--- src/rtl/dofx_pkg.sv ---
// ---------------------------------------------------------------------------
// dofx_pkg: shared types and constants of the DHCP option field extractor
// Option codes, field targets, the front-to-back queue entry and the result
// packing widths.
// ---------------------------------------------------------------------------
package dofx_pkg;

    // Option codes
    localparam logic [7:0] OPT_PAD     = 8'd0;
    localparam logic [7:0] OPT_MASK    = 8'd1;
    localparam logic [7:0] OPT_ROUTER  = 8'd3;
    localparam logic [7:0] OPT_TIME    = 8'd4;
    localparam logic [7:0] OPT_DNS     = 8'd6;
    localparam logic [7:0] OPT_LEASE   = 8'd51;
    localparam logic [7:0] OPT_MSGTYPE = 8'd53;
    localparam logic [7:0] OPT_SERVER  = 8'd54;
    localparam logic [7:0] OPT_END     = 8'd255;

    // Message type values
    localparam logic [7:0] MSG_OFFER = 8'h02;
    localparam logic [7:0] MSG_ACK   = 8'h05;

    typedef enum logic [1:0] {
        KIND_OTHER = 2'd0,
        KIND_OFFER = 2'd1,
        KIND_ACK   = 2'd2
    } kind_t;

    // Where a finished option lands in the back end
    typedef enum logic [2:0] {
        TGT_NONE   = 3'd0,
        TGT_TYPE   = 3'd1,
        TGT_MASK   = 3'd2,
        TGT_ROUTER = 3'd3,
        TGT_TIME   = 3'd4,
        TGT_DNS    = 3'd5,
        TGT_LEASE  = 3'd6,
        TGT_SERVER = 3'd7
    } tgt_t;

    // One queue entry: an option commit, an end-of-message marker, or both
    typedef struct packed {
        logic        commit;
        tgt_t        tgt;
        logic [31:0] word;
        logic        last;
        logic        trunc;
    } q_entry_t;

    localparam int QDEPTH = 2;
    localparam int QAW    = $clog2(QDEPTH);
    localparam int QCW    = $clog2(QDEPTH + 1);

    localparam int IN_W   = 8;
    localparam int OUT_W  = 208;   // 202 field bits padded to whole bytes
    localparam int USER_W = 2;

    function automatic tgt_t classify(input logic [7:0] code);
        tgt_t t;
        case (code)
            OPT_MSGTYPE: t = TGT_TYPE;
            OPT_MASK:    t = TGT_MASK;
            OPT_ROUTER:  t = TGT_ROUTER;
            OPT_TIME:    t = TGT_TIME;
            OPT_DNS:     t = TGT_DNS;
            OPT_LEASE:   t = TGT_LEASE;
            OPT_SERVER:  t = TGT_SERVER;
            default:     t = TGT_NONE;
        endcase
        return t;
    endfunction

endpackage

--- src/rtl/dofx_front.sv ---
// ---------------------------------------------------------------------------
// dofx_front: option walker
// Follows the code / length / value framing one byte per beat, assembles
// the big-endian value word and pushes finished options and end-of-message
// markers into the queue.
// ---------------------------------------------------------------------------
module dofx_front (
    input  logic               clk,
    input  logic               rst_n,
    input  logic               in_valid,
    output logic               in_ready,
    input  logic [7:0]         opt_byte,
    input  logic               is_last,
    input  logic               q_full,
    output logic               q_push,
    output dofx_pkg::q_entry_t q_data
);
    import dofx_pkg::*;

    typedef enum logic [1:0] {
        PH_CODE = 2'd0,
        PH_LEN  = 2'd1,
        PH_VAL  = 2'd2
    } phase_t;

    phase_t      phase_reg,  phase_next;
    tgt_t        tgt_reg,    tgt_next;
    logic [7:0]  left_reg,   left_next;
    logic [2:0]  pos_reg,    pos_next;
    logic [31:0] word_reg,   word_next;
    logic        ended_reg,  ended_next;
    logic        commit;
    logic        beat;

    assign in_ready = !q_full;
    assign beat     = in_valid && in_ready;

    always_comb
    begin
        phase_next = phase_reg;
        tgt_next   = tgt_reg;
        left_next  = left_reg;
        pos_next   = pos_reg;
        word_next  = word_reg;
        ended_next = ended_reg;
        commit     = 1'b0;
        if (!ended_reg)
        begin
            case (phase_reg)
                PH_CODE:
                begin
                    if (opt_byte == OPT_END)
                        ended_next = 1'b1;
                    else if (opt_byte != OPT_PAD)
                    begin
                        tgt_next   = classify(opt_byte);
                        phase_next = PH_LEN;
                    end
                end
                PH_LEN:
                begin
                    left_next = opt_byte;
                    pos_next  = 3'd0;
                    word_next = 32'd0;
                    if (opt_byte == 8'd0)
                    begin
                        commit     = 1'b1;
                        phase_next = PH_CODE;
                    end
                    else
                        phase_next = PH_VAL;
                end
                PH_VAL:
                begin
                    // fill byte lanes from the top; bytes past the fourth are dropped
                    for (int i = 0; i < 4; i++)
                    begin
                        if (pos_reg == 3'(i))
                            word_next[31 - 8*i -: 8] = opt_byte;
                    end
                    if (!pos_reg[2])
                        pos_next = pos_reg + 3'd1;
                    left_next = left_reg - 8'd1;
                    if (left_reg == 8'd1)
                    begin
                        commit     = 1'b1;
                        phase_next = PH_CODE;
                    end
                end
                default:
                begin
                    phase_next = PH_CODE;
                end
            endcase
        end
    end

    always_comb
    begin
        q_data.commit = commit && (tgt_next != TGT_NONE);
        q_data.tgt    = tgt_next;
        q_data.word   = word_next;
        q_data.last   = is_last;
        q_data.trunc  = !ended_next && (phase_next != PH_CODE);
    end

    assign q_push = beat && (q_data.commit || is_last);

    always_ff @(posedge clk or negedge rst_n)
    begin
        if (!rst_n)
        begin
            phase_reg <= PH_CODE;
            tgt_reg   <= TGT_NONE;
            left_reg  <= 8'd0;
            pos_reg   <= 3'd0;
            word_reg  <= 32'd0;
            ended_reg <= 1'b0;
        end
        else if (beat)
        begin
            if (is_last)
            begin
                phase_reg <= PH_CODE;
                tgt_reg   <= TGT_NONE;
                left_reg  <= 8'd0;
                pos_reg   <= 3'd0;
                word_reg  <= 32'd0;
                ended_reg <= 1'b0;
            end
            else
            begin
                phase_reg <= phase_next;
                tgt_reg   <= tgt_next;
                left_reg  <= left_next;
                pos_reg   <= pos_next;
                word_reg  <= word_next;
                ended_reg <= ended_next;
            end
        end
    end

endmodule

--- src/rtl/dofx_queue.sv ---
// ---------------------------------------------------------------------------
// dofx_queue: short entry queue
// Two-entry register queue between the option walker and the field store.
// ---------------------------------------------------------------------------
module dofx_queue (
    input  logic               clk,
    input  logic               rst_n,
    input  logic               push,
    input  dofx_pkg::q_entry_t push_data,
    output logic               full,
    input  logic               pop,
    output logic               empty,
    output dofx_pkg::q_entry_t head
);
    import dofx_pkg::*;

    q_entry_t           mem_reg [QDEPTH];
    logic [QAW-1:0]     wr_ptr_reg;
    logic [QAW-1:0]     rd_ptr_reg;
    logic [QCW-1:0]     count_reg;
    logic               do_push;
    logic               do_pop;

    assign full    = (count_reg == QCW'(QDEPTH));
    assign empty   = (count_reg == '0);
    assign head    = mem_reg[rd_ptr_reg];
    assign do_push = push && !full;
    assign do_pop  = pop && !empty;

    always_ff @(posedge clk)
    begin
        if (do_push)
            mem_reg[wr_ptr_reg] <= push_data;
    end

    always_ff @(posedge clk or negedge rst_n)
    begin
        if (!rst_n)
        begin
            wr_ptr_reg <= '0;
            rd_ptr_reg <= '0;
            count_reg  <= '0;
        end
        else
        begin
            if (do_push)
                wr_ptr_reg <= (wr_ptr_reg == QAW'(QDEPTH - 1)) ? '0 : wr_ptr_reg + 1'b1;
            if (do_pop)
                rd_ptr_reg <= (rd_ptr_reg == QAW'(QDEPTH - 1)) ? '0 : rd_ptr_reg + 1'b1;
            case ({do_push, do_pop})
                2'b10:   count_reg <= count_reg + 1'b1;
                2'b01:   count_reg <= count_reg - 1'b1;
                default: count_reg <= count_reg;
            endcase
        end
    end

endmodule

--- src/rtl/dofx_back.sv ---
// ---------------------------------------------------------------------------
// dofx_back: field store and result register
// Applies finished options to the field registers and, on an end-of-message
// entry, loads the result register and clears the fields.
// ---------------------------------------------------------------------------
module dofx_back (
    input  logic                         clk,
    input  logic                         rst_n,
    input  logic                         q_empty,
    input  dofx_pkg::q_entry_t           q_head,
    output logic                         q_pop,
    output logic                         out_valid,
    input  logic                         out_ready,
    output logic [dofx_pkg::OUT_W-1:0]   out_data,
    output logic [dofx_pkg::USER_W-1:0]  out_user
);
    import dofx_pkg::*;

    logic [7:0]  type_reg,   type_next;
    logic [31:0] mask_reg,   mask_next;
    logic [31:0] router_reg, router_next;
    logic [31:0] time_reg,   time_next;
    logic [31:0] dns_reg,    dns_next;
    logic [31:0] lease_reg,  lease_next;
    logic [31:0] server_reg, server_next;
    logic        sflag_reg,  sflag_next;
    logic        ovalid_reg;
    logic [OUT_W-1:0]  odata_reg;
    kind_t       okind_reg,  kind_next;
    logic        emit;

    assign q_pop = !q_empty && (!q_head.last || !ovalid_reg || out_ready);
    assign emit  = q_pop && q_head.last;

    always_comb
    begin
        type_next   = type_reg;
        mask_next   = mask_reg;
        router_next = router_reg;
        time_next   = time_reg;
        dns_next    = dns_reg;
        lease_next  = lease_reg;
        server_next = server_reg;
        sflag_next  = sflag_reg;
        if (q_head.commit)
        begin
            case (q_head.tgt)
                TGT_TYPE:   type_next   = q_head.word[31:24];
                TGT_MASK:   mask_next   = q_head.word;
                TGT_ROUTER: router_next = q_head.word;
                TGT_TIME:   time_next   = q_head.word;
                TGT_DNS:    dns_next    = q_head.word;
                TGT_LEASE:  lease_next  = q_head.word;
                TGT_SERVER:
                begin
                    if (!sflag_reg)
                    begin
                        server_next = q_head.word;
                        sflag_next  = 1'b1;
                    end
                end
                default:
                begin
                    type_next = type_reg;
                end
            endcase
        end
        if (type_next == MSG_OFFER)
            kind_next = KIND_OFFER;
        else if (type_next == MSG_ACK)
            kind_next = KIND_ACK;
        else
            kind_next = KIND_OTHER;
    end

    always_ff @(posedge clk or negedge rst_n)
    begin
        if (!rst_n)
        begin
            type_reg   <= 8'd0;
            mask_reg   <= 32'd0;
            router_reg <= 32'd0;
            time_reg   <= 32'd0;
            dns_reg    <= 32'd0;
            lease_reg  <= 32'd0;
            server_reg <= 32'd0;
            sflag_reg  <= 1'b0;
            ovalid_reg <= 1'b0;
        end
        else
        begin
            if (emit)
            begin
                type_reg   <= 8'd0;
                mask_reg   <= 32'd0;
                router_reg <= 32'd0;
                time_reg   <= 32'd0;
                dns_reg    <= 32'd0;
                lease_reg  <= 32'd0;
                server_reg <= 32'd0;
                sflag_reg  <= 1'b0;
                ovalid_reg <= 1'b1;
            end
            else
            begin
                if (q_pop)
                begin
                    type_reg   <= type_next;
                    mask_reg   <= mask_next;
                    router_reg <= router_next;
                    time_reg   <= time_next;
                    dns_reg    <= dns_next;
                    lease_reg  <= lease_next;
                    server_reg <= server_next;
                    sflag_reg  <= sflag_next;
                end
                if (out_ready)
                    ovalid_reg <= 1'b0;
            end
        end
    end

    // result payload, no reset needed
    always_ff @(posedge clk)
    begin
        if (emit)
        begin
            okind_reg <= kind_next;
            odata_reg <= {6'd0, q_head.trunc, sflag_next, server_next, lease_next,
                          dns_next, time_next, router_next, mask_next, type_next};
        end
    end

    assign out_valid = ovalid_reg;
    assign out_data  = odata_reg;
    assign out_user  = okind_reg;

endmodule

--- src/rtl/dhcp_option_field_extractor_core.sv ---
// ---------------------------------------------------------------------------
// dhcp_option_field_extractor_core: DHCP options area field extractor
// Walks the options area of a received DHCP message as code / length /
// value triples and reports the extracted fields on the last byte.
// ---------------------------------------------------------------------------
//
//  Channel  Dir  Payload                                   Beat
//  -------  ---  ----------------------------------------  ------------------
//  s_*      in   tdata = opt_byte, tlast = is_last         one options byte
//  m_*      out  tdata = fields (see port), tuser = kind   one message result
//
//  Throughput: one options byte per clock while s_tready is high. m_tvalid
//  rises once the beat carrying s_tlast has passed through the queue and
//  loaded the result register. Pad (0) takes one byte; end (255) stops
//  parsing until the last byte. Reset clears all parse state and the field
//  store. A stalled m_tready holds the result while the walker keeps taking
//  bytes; s_tready drops only once the two-entry queue is full, which
//  happens when an end-of-message entry meets a result still waiting and a
//  further entry is pushed behind it.
//
module dhcp_option_field_extractor_core (
    input  logic                                clk,
    input  logic                                rst_n,
    // options byte stream
    input  logic                                s_tvalid,
    output logic                                s_tready,
    input  logic [dofx_pkg::IN_W-1:0]           s_tdata,  // [7:0] opt_byte
    input  logic                                s_tlast,  // is_last
    // result stream
    output logic                                m_tvalid,
    input  logic                                m_tready,
    // [7:0] type_code, [39:8] subnet_mask, [71:40] router_addr,
    // [103:72] time_server, [135:104] dns_server, [167:136] lease_secs,
    // [199:168] server_id, [200] server_id_found, [201] truncated,
    // [207:202] zero
    output logic [dofx_pkg::OUT_W-1:0]          m_tdata,
    output logic [dofx_pkg::USER_W-1:0]         m_tuser   // [1:0] kind
);
    import dofx_pkg::*;

    q_entry_t q_in;
    q_entry_t q_head;
    logic     q_push;
    logic     q_pop;
    logic     q_full;
    logic     q_empty;

    // Front: framing walker and value assembly
    dofx_front u_front (
        .clk      (clk),
        .rst_n    (rst_n),
        .in_valid (s_tvalid),
        .in_ready (s_tready),
        .opt_byte (s_tdata),
        .is_last  (s_tlast),
        .q_full   (q_full),
        .q_push   (q_push),
        .q_data   (q_in)
    );

    // Decoupling queue of finished options and end markers
    dofx_queue u_queue (
        .clk       (clk),
        .rst_n     (rst_n),
        .push      (q_push),
        .push_data (q_in),
        .full      (q_full),
        .pop       (q_pop),
        .empty     (q_empty),
        .head      (q_head)
    );

    // Back: field store and result register
    dofx_back u_back (
        .clk       (clk),
        .rst_n     (rst_n),
        .q_empty   (q_empty),
        .q_head    (q_head),
        .q_pop     (q_pop),
        .out_valid (m_tvalid),
        .out_ready (m_tready),
        .out_data  (m_tdata),
        .out_user  (m_tuser)
    );

endmodule

--- config.mk ---
export PLATFORM = sky130hd
export DESIGN_NAME = dhcp_option_field_extractor_core
export DESIGN_NICKNAME = d
export VERILOG_FILES = /design/src/rtl/dofx_pkg.sv /design/src/rtl/dofx_front.sv /design/src/rtl/dofx_queue.sv /design/src/rtl/dofx_back.sv /design/src/rtl/dhcp_option_field_extractor_core.sv
export SDC_FILE = /design/constraint.sdc
export NUM_CORES = 1
export LEC_CHECK = 0
export BUFFER_PORTS_ARGS = -buffer_cell sky130_fd_sc_hd__clkbuf_2
export CORE_MARGIN = 3
export CORE_UTILIZATION = 37
export CTS_CLUSTER_DIAMETER = 100
export DETAILED_ROUTE_END_ITERATION = 8
export GPL_TIMING_DRIVEN = 0
export PLACE_DENSITY_LB_ADDON = 0.15
export REMOVE_ABC_BUFFERS = 1
export SLEW_MARGIN = 20
export SYNTH_ARGS = -nofsm -noshare
export SYNTH_HDL_FRONTEND = slang
export SYNTH_HIERARCHICAL = 1
export SYNTH_SLANG_ARGS = --single-unit
--- constraint.sdc ---
create_clock -name clk -period 9.6 [get_ports clk]
set_input_delay 1.92 -clock clk [delete_from_list [all_inputs] [get_ports clk]]
set_output_delay 1.92 -clock clk [all_outputs]
set_load 0.05 [all_outputs]
After elaboration in Yosys (flattened, before gate mapping). Memories as Yosys holds them, arrays and structs flattened. Cells that the tools add are included. Widths: inputs -> output; s select.

Add/sub/neg operators: 6. Multiply operators: 0. Div/mod/pow operators: 0. Order comparisons: 0. Equality and inequality tests: 28. Shifts and indexed selects: 0. Mux-type cells: 76. Bitwise gates (word level): 0. Reductions and logical operators: 29.

Operators by type and width (number): $mux 32 (27); $mux 8 (10); $pmux 32 s2 (1); $eq 8x3->1 const B (3); $eq 8x6->1 const B (3); $mux 3 (8); $pmux 3 s7 (1); $mux 1 (17); $eq 8x1->1 const B (2); $eq 8x2->1 const B (2); $pmux 8 s2 (1); $mux 2 (7); $eq 3x2->1 const B (4); $eq 3x3->1 const B (4); $eq 8x8->1 const B (1); $logic_and 1x1->1 (8); $logic_not 8->1 (1); $reduce_bool 2->1 (4); $reduce_bool 8->1 (1); $sub 8x1->8 const B (1); $eq 2x2->1 const B (3); $eq 3x1->1 const B (2); $pmux 2 s3 (1); $pmux 3 s2 (1); 16 further kinds (26).

Register bits after elaboration: 459. Latch bits: 0. RAM bits: 76. ROM bits: 0. Input bits: 13. Output and inout port bits: 212. Logic and storage cells: 161. Memories: 1.

Memory list: u_queue.mem_reg (depth 2, width 38, read ports 1, clocked after Yosys merged registers in 0, write ports 1, line dofx_queue.sv:17) `q_entry_t mem_reg [QDEPTH];`.

Depth between registers and ports, before layout. Gate-level depths: netlist (run 1).

Depth in word-level cells: 13. Mapped depth: 12. Mapped depth without buffers: 11.

Cells and area by module. The synthesis (run 1) kept the hierarchy.

By module, submodules not included: dofx_back (times used 1, cells an instance 963, area each 16051.6 µm², seq. area each 11180.7 µm²); dofx_front (times used 1, cells an instance 357, area each 3094.2 µm², seq. area each 1226.2 µm²); dofx_queue (times used 1, cells an instance 136, area each 2982.9 µm², seq. area each 2382.3 µm²).

Least setup slack after synthesis (run 1). No wires, ideal clock.

Kind: input port to flip-flop. Start point: input m_tready. End point: register u_back.odata_reg[0] (netlist: u_back/out_data[0]), enable pin. Library setup time: 591 ps. Arrival time: 7187 ps. Required time: 9009 ps. Setup slack: 1822 ps. Cell stages on the path: 4. Buffers on the path: 1. Path through: nor2b_1 a21oi_1 buf_2 and2_1.

Word-level cells in the longest chain between the ends: 3.

Ends and longest elaborated chain: start, declared (line dhcp_option_field_extractor_core.sv:31) `input logic m_tready,`; $logic_or 1x1->1 (line dofx_back.sv:32) `assign q_pop = !q_empty && (!q_head.last || !ovalid_reg || out_ready);`; $logic_and 1x1->1 (line dofx_back.sv:32); net q_pop (line dhcp_option_field_extractor_core.sv:44) `logic q_pop;`; $logic_and 1x1->1 (line dofx_back.sv:33) `assign emit = q_pop && q_head.last;`; net u_back.emit (line dofx_back.sv:30) `logic emit;`; end signal, assigned (line dofx_back.sv:129) `odata_reg <= {6'd0, q_head.trunc, sflag_next, server_next, lease_next,`; end, declared (line dofx_back.sv:28) `logic [OUT_W-1:0] odata_reg;`.

The timed path passes the listed nets, and every way through them passes these cells. A chain may end at the register's enable or synchronous reset.

Worst setup path after layout (run 1).
Start point: input s_tdata[0] (netlist bit). End point: memory u_queue/mem_reg[0][16] (netlist bit), enable pin.

Word-level cells in the longest chain between the ends: 13. Elaborated cells on any way between the ends: 25. Classes of those cells: eq/ne (8); mux (10); reduce/logical (7).

Ends and longest elaborated chain: start, declared (line dhcp_option_field_extractor_core.sv:27) `input logic [dofx_pkg::IN_W-1:0] s_tdata,`; $eq 8x6->1, or another cell as far along (line dofx_pkg.sv:60) `case (code)`; $pmux 3 s7 (line dofx_pkg.sv:60); $mux 3 (line dofx_front.sv:54) `else if (opt_byte != OPT_PAD)`; $mux 3 (line dofx_front.sv:52) `if (opt_byte == OPT_END)`; $mux 3 (line dofx_front.sv:49) `case (phase_reg)`; $mux 3 (line dofx_front.sv:47) `if (!ended_reg)`; $reduce_bool 3->1 (line dofx_front.sv:100) `q_data.commit = commit && (tgt_next != TGT_NONE);`; $logic_and 1x1->1 (*) (line dofx_front.sv:100); $logic_or 1x1->1 (*) (line dofx_front.sv:107) `assign q_push = beat && (q_data.commit || is_last);`; $logic_and 1x1->1 (*) (line dofx_front.sv:107); net q_push (line dhcp_option_field_extractor_core.sv:43) `logic q_push;`; $logic_and 1x1->1 (*) (line dofx_queue.sv:27) `assign do_push = push && !full;`; $mux 1 (*) (line dofx_queue.sv:32) `if (do_push)`; $mux 1 (not written as such) (*) (line dofx_queue.sv:33) `mem_reg[wr_ptr_reg] <= push_data;`; end, declared (line dofx_queue.sv:17).

Mark *: on every way through the listed nets, which the timed path passes. The rest lies on a longest branch.

==> results of run 1 <==
## Yosys cell counts, types with 7 or more instances
| cell | n | area [sq um] |
|---|---|---|
| o21ai_1 | 7 | 35.0 |
| inv_1 | 13 | 48.8 |
| nand3_1 | 7 | 35.0 |
| nand2_1 | 86 | 323 |
| a21oi_1 | 44 | 220 |
| nor2_1 | 28 | 105 |
| mux2_2 | 224 | 2520 |
| nand2b_1 | 7 | 43.8 |
| mux2_4 | 11 | 165 |
| o21ai_0 | 7 | 35.0 |
| a22o_1 | 238 | 2080 |
| dfrtp_1 | 255 | 6380 |
| edfxtp_1 | 280 | 8410 |
| buf_4 | 17 | 128 |
| ha_1 | 11 | 138 |
| buf_2 | 60 | 300 |
| clkbuf_1 | 43 | 161 |
## worst max path at each step
stage / from / to / cells past startpoint
4_1_cts: s_tdata[5] / u_queue/mem_reg[0][19] / 9
3_3_place_gp: u_queue/rd_ptr_reg / u_back/out_data[53] / 3
5_1_grt: s_tdata[5] / u_queue/mem_reg[0][13] / 9
6_report: s_tdata[0] / u_queue/mem_reg[0][16] / 9
3_5_place_dp: s_tdata[5] / u_queue/mem_reg[0][19] / 9
2_1_floorplan: m_tready / u_back/out_data[0] / 3
## layout by cell type (no fill, tap or decap), types with 8 or more instances in the layout
cell and instances:
inv_1 13, edfxtp_1 280, mux2_4 11, buf_16 12, ha_1 11, nor2_1 24
buf_12 10, clkbuf_2 217, a21oi_1 43, nand2_1 86, mux2_2 224, clkbuf_16 60
a22o_1 238, clkbuf_8 12, buf_4 8, dfrtp_1 254, clkbuf_1 15, nor2_4 9
clkinv_2 10
## final cells by class
class | instances | area (sq um)
clock buffer | 86 | 1710
clock inverter | 23 | 149
fill | 5258 | 32900
inverter | 13 | 48.8
multi-input combinational | 785 | 6810
sequential | 535 | 14800
tap | 773 | 967
timing repair buffer | 253 | 1760
## power by group through the flow
stage	Clock (mW)	Combinational (mW)	Sequential [mW]
after floorplan	0	1.28	4.84
after global placement	0	3.50	3.71
after detailed placement	0	3.79	3.57
after CTS	2.23	3.81	3.54
after global routing	2.32	3.98	3.58
final	2.15	3.77	3.52
## cells by family (layout without fill, tap and decap cells)
kind of cell | count (synthesis) | in the layout | share of synthesized area [%]
DFF | 535 | 535 | 66.8
AOI/OAI and AO/OA | 325 | 325 | 11.8
muxes | 243 | 243 | 12.5
and+or+nand+nor | 188 | 188 | 4.56
buffers and inverters | 141 | 375 | 3.17
xor gates and xnor gates | 12 | 12 | 0.475
adders and majority gates | 11 | 11 | 0.622
other | 1 | 6 | 0.0169
## per-layer routing
metal  track usage, %  routed length (microns)  part of all wire [%]
met5                0                        0                     0
met3             2.87                     2740                   4.9
met2             28.6                    26700                    48
met1             24.6                    25000                    45
met4             6.02                     1640                   2.9
==> flow_summary.json, run 1 <==
{
  "ir_drop_v": 0.000184,
  "finalWorstSetupSlack_ns": 4.90,
  "nets": 1670,
  "async_reset_ff_share_pct": 47.7,
  "cpPeakStageDelay_ns": 0.66,
  "cp.arrival_ns": 5.00,
  "crit_type": "primary input to register",
  "post_cts_buffers": 0,
  "tns_ns": 0,
  "dpl_cell_area_sq_um": 24400,
  "worst_pin_slew_ns": 1.11,
  "post-route-util_pct": 44.4,
  "dp.cells": 2359,
  "die_h_microns": 251,
  "drt-initial-drc-count": 883,
  "dpl.hpwl_microns": 37100,
  "rsz0062_at_grt": "no",
  "slowest_stage": "nor4b_4",
  "cp_cell_sequence": "clkbuf_2 > nor3_1 > nor4b_4 > nor4b_4 > mux2i_1 > o41ai_1 > nand2_1 > nor2_4 > buf_12",
  "p_int_mw": 5.48,
  "final_area_sq_um": 26200,
  "leakagePower_nw": 11.2,
  "ys_seq_elements": 535,
  "hold_ws_ns": 0.493,
  "die_x_microns": 251,
  "crit_path_max_fanout": 24,
  "status": "complete, no violations",
  "synth_cells": 1456,
  "avgViaCountPerCell": 5.31,
  "switchingPower_mw": 3.96,
  "drcViolationCount": 0,
  "rr_worst_depth": 5,
  "worstHoldPathCells": 1,
  "yosysWarnings": 6,
  "seqPwrFrac_pct": 37.3,
  "endpoint_kind": "register",
  "final_cell_count_no_fill": 2468,
  "cts.reportedPaths.clkPinSlew_ns": 0.06,
  "grt_antenna_before_repair": 0,
  "ys_seq_area_share_pct": 66.8,
  "syn_area_sq_um": 22100,
  "grtUsageTotal_pct": 17.8,
  "r2r_slack_ns": 6.15,
  "pre_cts_ws_ns": 3.95,
  "diodes": 0,
  "die_area_sq_um": 62800,
  "crit_family": "simple AND/OR/NAND/NOR gates",
  "power.density_nw_per_um2": 360,
  "drive_gt1_share_pct": 36.5,
  "setup_violations": 0,
  "grt_max_degree": 81,
  "vias": 13111,
  "first_global_vias": 13343,
  "cts_buffers": 58,
  "hold_buffers": 0,
  "worstSkewPairLatency_ns": 0.61,
  "period_needed_ns": 4.70,
  "clock_sinks": 535,
  "rr_endpoint": "u_back/out_data[53]",
  "hp-start": "u_back/dns_reg[17]",
  "min_path_type": "register to register",
  "io-pin-count": 225,
  "finalMaxSlewViolations": 0,
  "ys.flop_type": "edfxtp_1",
  "crit_path_start_kind": "primary input",
  "initial_core_util_pct": 37.4,
  "avgSynthCellArea_sq_um": 15.2,
  "num_rows": 89,
  "switching_share_pct": 41.9,
  "largest_reg_flops": 202,
  "crit_path_frequent_cell": "nor4b_4",
  "coreArea_sq_um": 59100,
  "relSlewSlack_pct": 25.6,
  "period_share_pct": 49.0,
  "synth-edff-count": 280,
  "critPathRequiredTime_ns": 9.90,
  "htree_num_levels": 2,
  "pwr-share-clk_pct": 22.8,
  "grt_pass1_wl_microns": 85400,
  "area_delta_synth_final_pct": 18.6,
  "max_freq_mhz": 213,
  "cts_resized": 0,
  "cts_tree": "done",
  "hold_end": "u_back/dns_reg[17]",
  "path_buf_inv": 2,
  "final_hold_viol_count": 0,
  "routed_wirelength_microns": 56000,
  "cts-root-buf": "clkbuf_16",
  "skew_ns": 0.0214,
  "io_buffers": 218,
  "place.gp.congestion": 0.787,
  "maxCapViolCount": 0,
  "antenna_left": 0,
  "wl_per_cell_microns": 22.7,
  "timing.rr.start": "u_queue/rd_ptr_reg",
  "clockBufferDepth": 3,
  "yosys.cell_types.count": 65,
  "pwr-share-comb_pct": 39.9,
  "finalPower_mw": 9.44,
  "dr.pass1.iters": 5,
  "gr-total-overflow": 0
}
Power figures use the tool's default switching activity.
==> run 2: changes to the inputs <==
--- a/config.mk
+++ b/config.mk
@@ -5,6 +5,7 @@
 export SDC_FILE = /design/constraint.sdc
 export NUM_CORES = 1
 export LEC_CHECK = 0
+export ABC_AREA = 1
 export BUFFER_PORTS_ARGS = -buffer_cell sky130_fd_sc_hd__clkbuf_2
 export CORE_MARGIN = 3
 export CORE_UTILIZATION = 37
==> constraint.sdc (replaced) <==
create_clock -name clk -period 4.02 [get_ports clk]
set_input_delay 0.804 -clock clk [delete_from_list [all_inputs] [get_ports clk]]
set_output_delay 0.804 -clock clk [all_outputs]
set_load 0.05 [all_outputs]
==> run 2 against run 1 <==
Effect of this change: sequential share of layout area decreased by 0.92 points; setup slack got worse by 4.4 ns; synthesized cell count increased by 51%; critical path depth increased by 1; critical path type is now register to register; largest power group unchanged.
==> flow_summary.json, run 2 <==
{
  "yosysWarnings": 6,
  "synth_most_common_cell": "nand2_1",
  "worst_pin_slew_ns": 0.835,
  "coreArea_sq_um": 59500,
  "final_area_sq_um": 26700,
  "dpl_cell_area_sq_um": 24700,
  "rr_worst_depth": 10,
  "cts-root-buf": "clkbuf_16",
  "r2r_slack_ns": 0.47,
  "die_x_microns": 252,
  "syn_area_sq_um": 22400,
  "synth_compound_area_share_pct": 12.7,
  "power.density_nw_per_um2": 971,
  "grtUsageTotal_pct": 17.0,
  "final_hold_viol_count": 0,
  "clockBufferDepth": 3,
  "synth_top_family_by_area": "compound AO/OA/AOI/OAI gates",
  "status": "complete, no violations",
  "cp.arrival_ns": 4.07,
  "num_rows": 89,
  "gr-total-overflow": 0,
  "ir_drop_v": 0.000516,
  "crit_path_max_fanout": 39,
  "endpoint_kind": "register",
  "cts_buffers": 58,
  "min_path_type": "primary input to asynchronous set/reset pin",
  "antenna_left": 0,
  "initial_core_util_pct": 37.7,
  "grt_pass1_wl_microns": 85500,
  "area_delta_synth_final_pct": 18.9,
  "routed_wirelength_microns": 54900,
  "period_needed_ns": 3.55,
  "worstSkewPairLatency_ns": 0.60,
  "synth-edff-count": 280,
  "cts.reportedPaths.clkPinSlew_ns": 0.06,
  "avgViaCountPerCell": 4.87,
  "finalMaxSlewViolations": 0,
  "maxCapViolCount": 0,
  "htree_num_levels": 2,
  "ys_seq_elements": 535,
  "final_common_cell": "nand2_1",
  "async_reset_ff_share_pct": 47.7,
  "avgSynthCellArea_sq_um": 10.2,
  "die_area_sq_um": 63600,
  "io_buffers": 218,
  "relSlewSlack_pct": 44.3,
  "nets": 2423,
  "rsz0062_at_grt": "no",
  "ys_seq_area_share_pct": 65.9,
  "clock_sinks": 535,
  "leakagePower_nw": 13.4,
  "yosys.area_share.simple_pct": 10.8,
  "die_h_microns": 252,
  "dpl.hpwl_microns": 35400,
  "setup_violations": 0,
  "critPathRequiredTime_ns": 4.54,
  "synthXorXnorAreaFrac_pct": 0.0391,
  "synth.area.top_cells": "edfxtp_1, dfrtp_1, nand2_1, inv_1, o22ai_1",
  "crit_type": "register to register",
  "netlist.area_leader.share_pct": 37.5,
  "synth_adder_area_share_pct": 0.614,
  "post-route-util_pct": 44.9,
  "wl_per_cell_microns": 17.0,
  "dp.cells": 3110,
  "drt-initial-drc-count": 1137,
  "synth_common_cells": "nand2_1, inv_1, edfxtp_1",
  "largest_reg_flops": 202,
  "drcViolationCount": 0,
  "most-common-layout-cells": "nand2_1, inv_1, edfxtp_1, dfrtp_1, clkbuf_2",
  "place.gp.congestion": 0.794,
  "synth_cells": 2203,
  "tns_ns": 0,
  "hold_buffers": 0,
  "cts_tree": "done",
  "timing.rr.start": "u_queue/rd_ptr_reg",
  "skew_ns": 0.0105,
  "ys.flop_type": "edfxtp_1",
  "rr_endpoint": "u_back/server_reg[24]",
  "first_global_vias": 15178,
  "grt_max_degree": 100,
  "yosysTopAreaCell": "edfxtp_1",
  "synthMuxAreaShare_pct": 0,
  "vias": 15709,
  "dr.pass1.iters": 5,
  "io-pin-count": 225,
  "crit_path_start_kind": "register",
  "drive_gt1_share_pct": 15.5,
  "final_cell_count_no_fill": 3224,
  "period_share_pct": 88.3,
  "max_freq_mhz": 282,
  "grt_antenna_before_repair": 3,
  "yosys.cell_types.count": 35
}
[run 2: cell types whose count changed in the layout (fill, tap and decap cells not counted), sizes merged, moves of 10 or more]
cell and change:
nand2b -10, o22ai +179, o21ai +229, nand3 +45, a21oi -10, nand2 +406
a22o -216, nor2 +10, nor3 -10, mux2 -241, inv +434
[run 2: kinds of logic (layout without fill, tap and decap cells)]
kind of cell	after synthesis	after routing
xor gates and xnor gates	1	1
DFF	535	535
other	1	8
buffers and inverters	563	803
and+or+nand+nor	594	594
AOI/OAI and AO/OA	498	499
adders and majority gates	11	11
[run 2: through the flow]
| stage | setup slack, ns | power, mW | hold WS (ns) |
|---|---|---|---|
| after global routing | 0.152 | 27.5 | 0.193 |
| after CTS | 0.00314 | 26.2 | 0.163 |
| after detailed placement | -0.124 | 20.7 | 0.468 |
| after floorplan | -9.51 | 17.2 | 0.442 |
| after global placement | -18.80 | 18.1 | 0.462 |
| final | 0.470 | 25.9 | 0.192 |
[run 2: worst max-delay path by stage]
stage	start	slack, ns	end	cells past startpoint
3_5_place_dp	u_queue/rd_ptr_reg	-0.12	u_back/out_data[79]	9
4_1_cts	u_queue/rd_ptr_reg	0.003	u_back/out_data[79]	9
5_1_grt	u_queue/rd_ptr_reg	0.15	u_back/out_data[47]	9
3_3_place_gp	u_queue/rd_ptr_reg	-18.80	u_back/out_data[47]	6
6_report	u_queue/rd_ptr_reg	0.47	u_back/server_reg[24]	10
2_1_floorplan	u_queue/rd_ptr_reg	-9.51	u_back/out_data[0]	6
[run 2: metal layers]
layer	GRT usage [%]	vias to the layer above	share of wire [%]
met2	28.6	370	48
met3	2.99	94	4.7
met5	0	-	0.027
met1	22.5	7603	44
met4	5.49	2	2.8
li1	-	7640	-
[run 2: where the power goes]
group,total [mW],switching [mW],internal [mW],leakage (nW)
Clock,5.38,2.15,3.23,0.956
Combinational,11.4,8.67,2.71,6.22
Sequential,9.13,0.699,8.43,6.20
[run 2: worst max-delay path: stages, from the launching register on]
cell and delay [ns]:
dfrtp_2 0.58, buf_16 0.24, inv_2 0.57, nand2_1 0.10
nand2_1 0.26, nand2_1 0.15, nor2_4 0.49, nand2_4 0.48
o21ai_0 0.38, nand2_1 0.07, o21ai_0 0.07
[run 2: area by class of cell]
cell class              instances  area [sq um]
repair buffers                244          1760
flip-flops and latches        535         14800
multi-input cells            1111          5500
diodes                          2          5.00
clock inverters                25           255
fillers                      5590         32800
inverters                     449          1700
clock buffers                  85          1700
well taps                     773           967
[run 2: timing repair]
item / CTS / global route
pin swaps: 1 / 1
buffers inserted: 0 / 1
endpoints found under the setup margin: 98 / 159
cloned: 1 / 0
gates resized for setup: 0 / 1
==> run 3: changes to the inputs <==
--- a/config.mk
+++ b/config.mk
@@ -7,7 +7,6 @@
 export LEC_CHECK = 0
 export ABC_AREA = 1
 export BUFFER_PORTS_ARGS = -buffer_cell sky130_fd_sc_hd__clkbuf_2
-export CORE_MARGIN = 3
 export CORE_UTILIZATION = 37
 export CTS_CLUSTER_DIAMETER = 100
 export DETAILED_ROUTE_END_ITERATION = 8
==> constraint.sdc (replaced) <==
create_clock -name clk -period 4.2 [get_ports clk]
set_input_delay 0.84 -clock clk [delete_from_list [all_inputs] [get_ports clk]]
set_output_delay 0.84 -clock clk [all_outputs]
set_load 0.05 [all_outputs]
==> run 3 against run 2 <==
Effect of this change: non-clock buffer count fell by 1; routed wire length decreased by 0.80%; sequential share of layout area rose by 0.40 points; clock skew is 0.013 ns higher; combinational power down 5%; design area fell by 0.72%; first-iteration DRC count fell by 29%; clock power shrank 11%; via count up 0.23%; count of clock-buffer cells in the layout is 6 lower; worst hold slack got worse by 0.035 ns; largest cell class unchanged; largest power group unchanged.
==> flow_summary.json, run 3 (synthesis results as in run 2) <==
{
  "grt_max_degree": 101,
  "endpoint_kind": "register",
  "nets": 2420,
  "place.gp.congestion": 0.830,
  "ir_drop_v": 0.000544,
  "cts_buffers": 57,
  "area_delta_synth_final_pct": 18.1,
  "maxCapViolCount": 0,
  "dpl.hpwl_microns": 35000,
  "die_x_microns": 248,
  "relSlewSlack_pct": 42.1,
  "diodes": 0,
  "skew_ns": 0.0235,
  "power.density_nw_per_um2": 921,
  "rsz0062_at_grt": "no",
  "drcViolationCount": 0,
  "clockBufferDepth": 3,
  "pre_cts_ws_ns": 0.264,
  "r2r_slack_ns": 0.63,
  "leakagePower_nw": 13.3,
  "die_area_sq_um": 61600,
  "drive_gt1_share_pct": 15.2,
  "final_common_cell": "nand2_1",
  "most-common-layout-cells": "nand2_1, inv_1, edfxtp_1, dfrtp_1, clkbuf_2",
  "setup_violations": 0,
  "routed_wirelength_microns": 54500,
  "largest_reg_flops": 202,
  "post_cts_buffers": 0,
  "cts.reportedPaths.clkPinSlew_ns": 0.06,
  "worstSkewPairLatency_ns": 0.61,
  "finalWorstSetupSlack_ns": 0.626,
  "cts-root-buf": "clkbuf_16",
  "timing.rr.start": "u_queue/rd_ptr_reg",
  "rr_worst_depth": 10,
  "finalMaxSlewViolations": 0,
  "clock_sinks": 535,
  "wl_per_cell_microns": 16.9,
  "p_int_mw": 13.4,
  "final_hold_viol_count": 0,
  "coreArea_sq_um": 59500,
  "seqPwrFrac_pct": 35.8,
  "crit_path_max_fanout": 39,
  "pwr-share-comb_pct": 44.5,
  "grt_pass1_wl_microns": 84900,
  "io-pin-count": 225,
  "avgViaCountPerCell": 4.89,
  "grtUsageTotal_pct": 17.7,
  "hold_ws_ns": 0.158,
  "dr.pass1.iters": 6,
  "switching_share_pct": 45.0,
  "num_rows": 89,
  "io_buffers": 218,
  "cts_tree": "done",
  "grt_antenna_before_repair": 1,
  "gr-total-overflow": 0,
  "die_h_microns": 248,
  "pwr-share-clk_pct": 19.7,
  "max_freq_mhz": 280,
  "crit_path_start_kind": "register",
  "period_share_pct": 85.1,
  "rr_endpoint": "u_back/out_data[85]",
  "vias": 15745,
  "critPathRequiredTime_ns": 4.55,
  "drt-initial-drc-count": 811,
  "min_path_type": "primary input to asynchronous set/reset pin",
  "crit_start": "u_queue/rd_ptr_reg",
  "status": "complete, no violations",
  "worst_pin_slew_ns": 0.867,
  "period_needed_ns": 3.57,
  "switchingPower_mw": 11.0,
  "cp.arrival_ns": 3.92,
  "crit_type": "register to register",
  "htree_num_levels": 2,
  "antenna_left": 0,
  "initial_core_util_pct": 37.7,
  "first_global_vias": 15259
}
[run 3: cell type report]
type,count,area (sq um)
Fill cell,5626,33000
Sequential cell,535,14800
Multi-Input combinational cell,1110,5490
Timing Repair Buffer,243,1750
Inverter,449,1700
Clock buffer,79,1590
Tap cell,773,967
Clock inverter,29,194
[run 3: through the flow]
| step | power [mW] | std cells | setup TNS (ns) | util [%] | instance area, sq um |
|---|---|---|---|---|---|
| after floorplan | 16.5 | 2094 | -2889.69 | - | 21900 |
| after global placement | 18.1 | 3085 | -7205.26 | 40.3 | 24000 |
| after detailed placement | 19.8 | 3110 | 0 | 41.5 | 24700 |
| after CTS | 24.7 | 3218 | 0 | 44.5 | 26500 |
| after global routing | 25.9 | 3218 | 0 | 44.5 | 26500 |
| final | 24.4 | 3218 | 0 | 44.5 | 26500 |
[run 3: worst max-delay path by stage]
stage,end,slack (ns),depth (start not counted)
finish,u_back/out_data[85],0.63,10
global route,u_back/server_reg[25],0.29,10
CTS,u_back/server_reg[25],0.19,10
detailed placement,u_back/server_reg[25],0.26,10
global placement,u_back/out_data[107],-18.38,6
floorplan,u_back/out_data[0],-9.33,6
[run 3: power by group through the flow]
stage                     Clock (mW)  Combinational (mW)  Sequential, mW
after CTS                       4.98                10.9            8.77
after global routing            5.18                11.8            8.92
after global placement             0                9.15            8.91
final                           4.81                10.8            8.73
after detailed placement           0                10.9            8.86
after floorplan                    0                4.50            12.0
[run 3: critical path: stages (launching register included)]
cell,delay (ns)
dfrtp_2,0.58
buf_16,0.24
inv_2,0.55
nand2_1,0.15
nand2_1,0.20
nand2_1,0.16
inv_2,0.18
nand3_4,0.45
buf_12,0.37
o21ai_0,0.26
inv_1,0.10
[run 3: timing repair]
item,4_1_cts,5_1_grt
hold buffers,0,0
setup endpoints to repair,0,3
resized for setup,0,1
[run 3: metal layers]
layer | vias up | track usage [%] | wire (microns)
li1 | 7633 | - | -
met2 | 381 | 29.1 | 26400
met5 | - | 0 | 17
met4 | 2 | 6.01 | 1560
met3 | 102 | 3.10 | 2620
met1 | 7627 | 23.6 | 23800
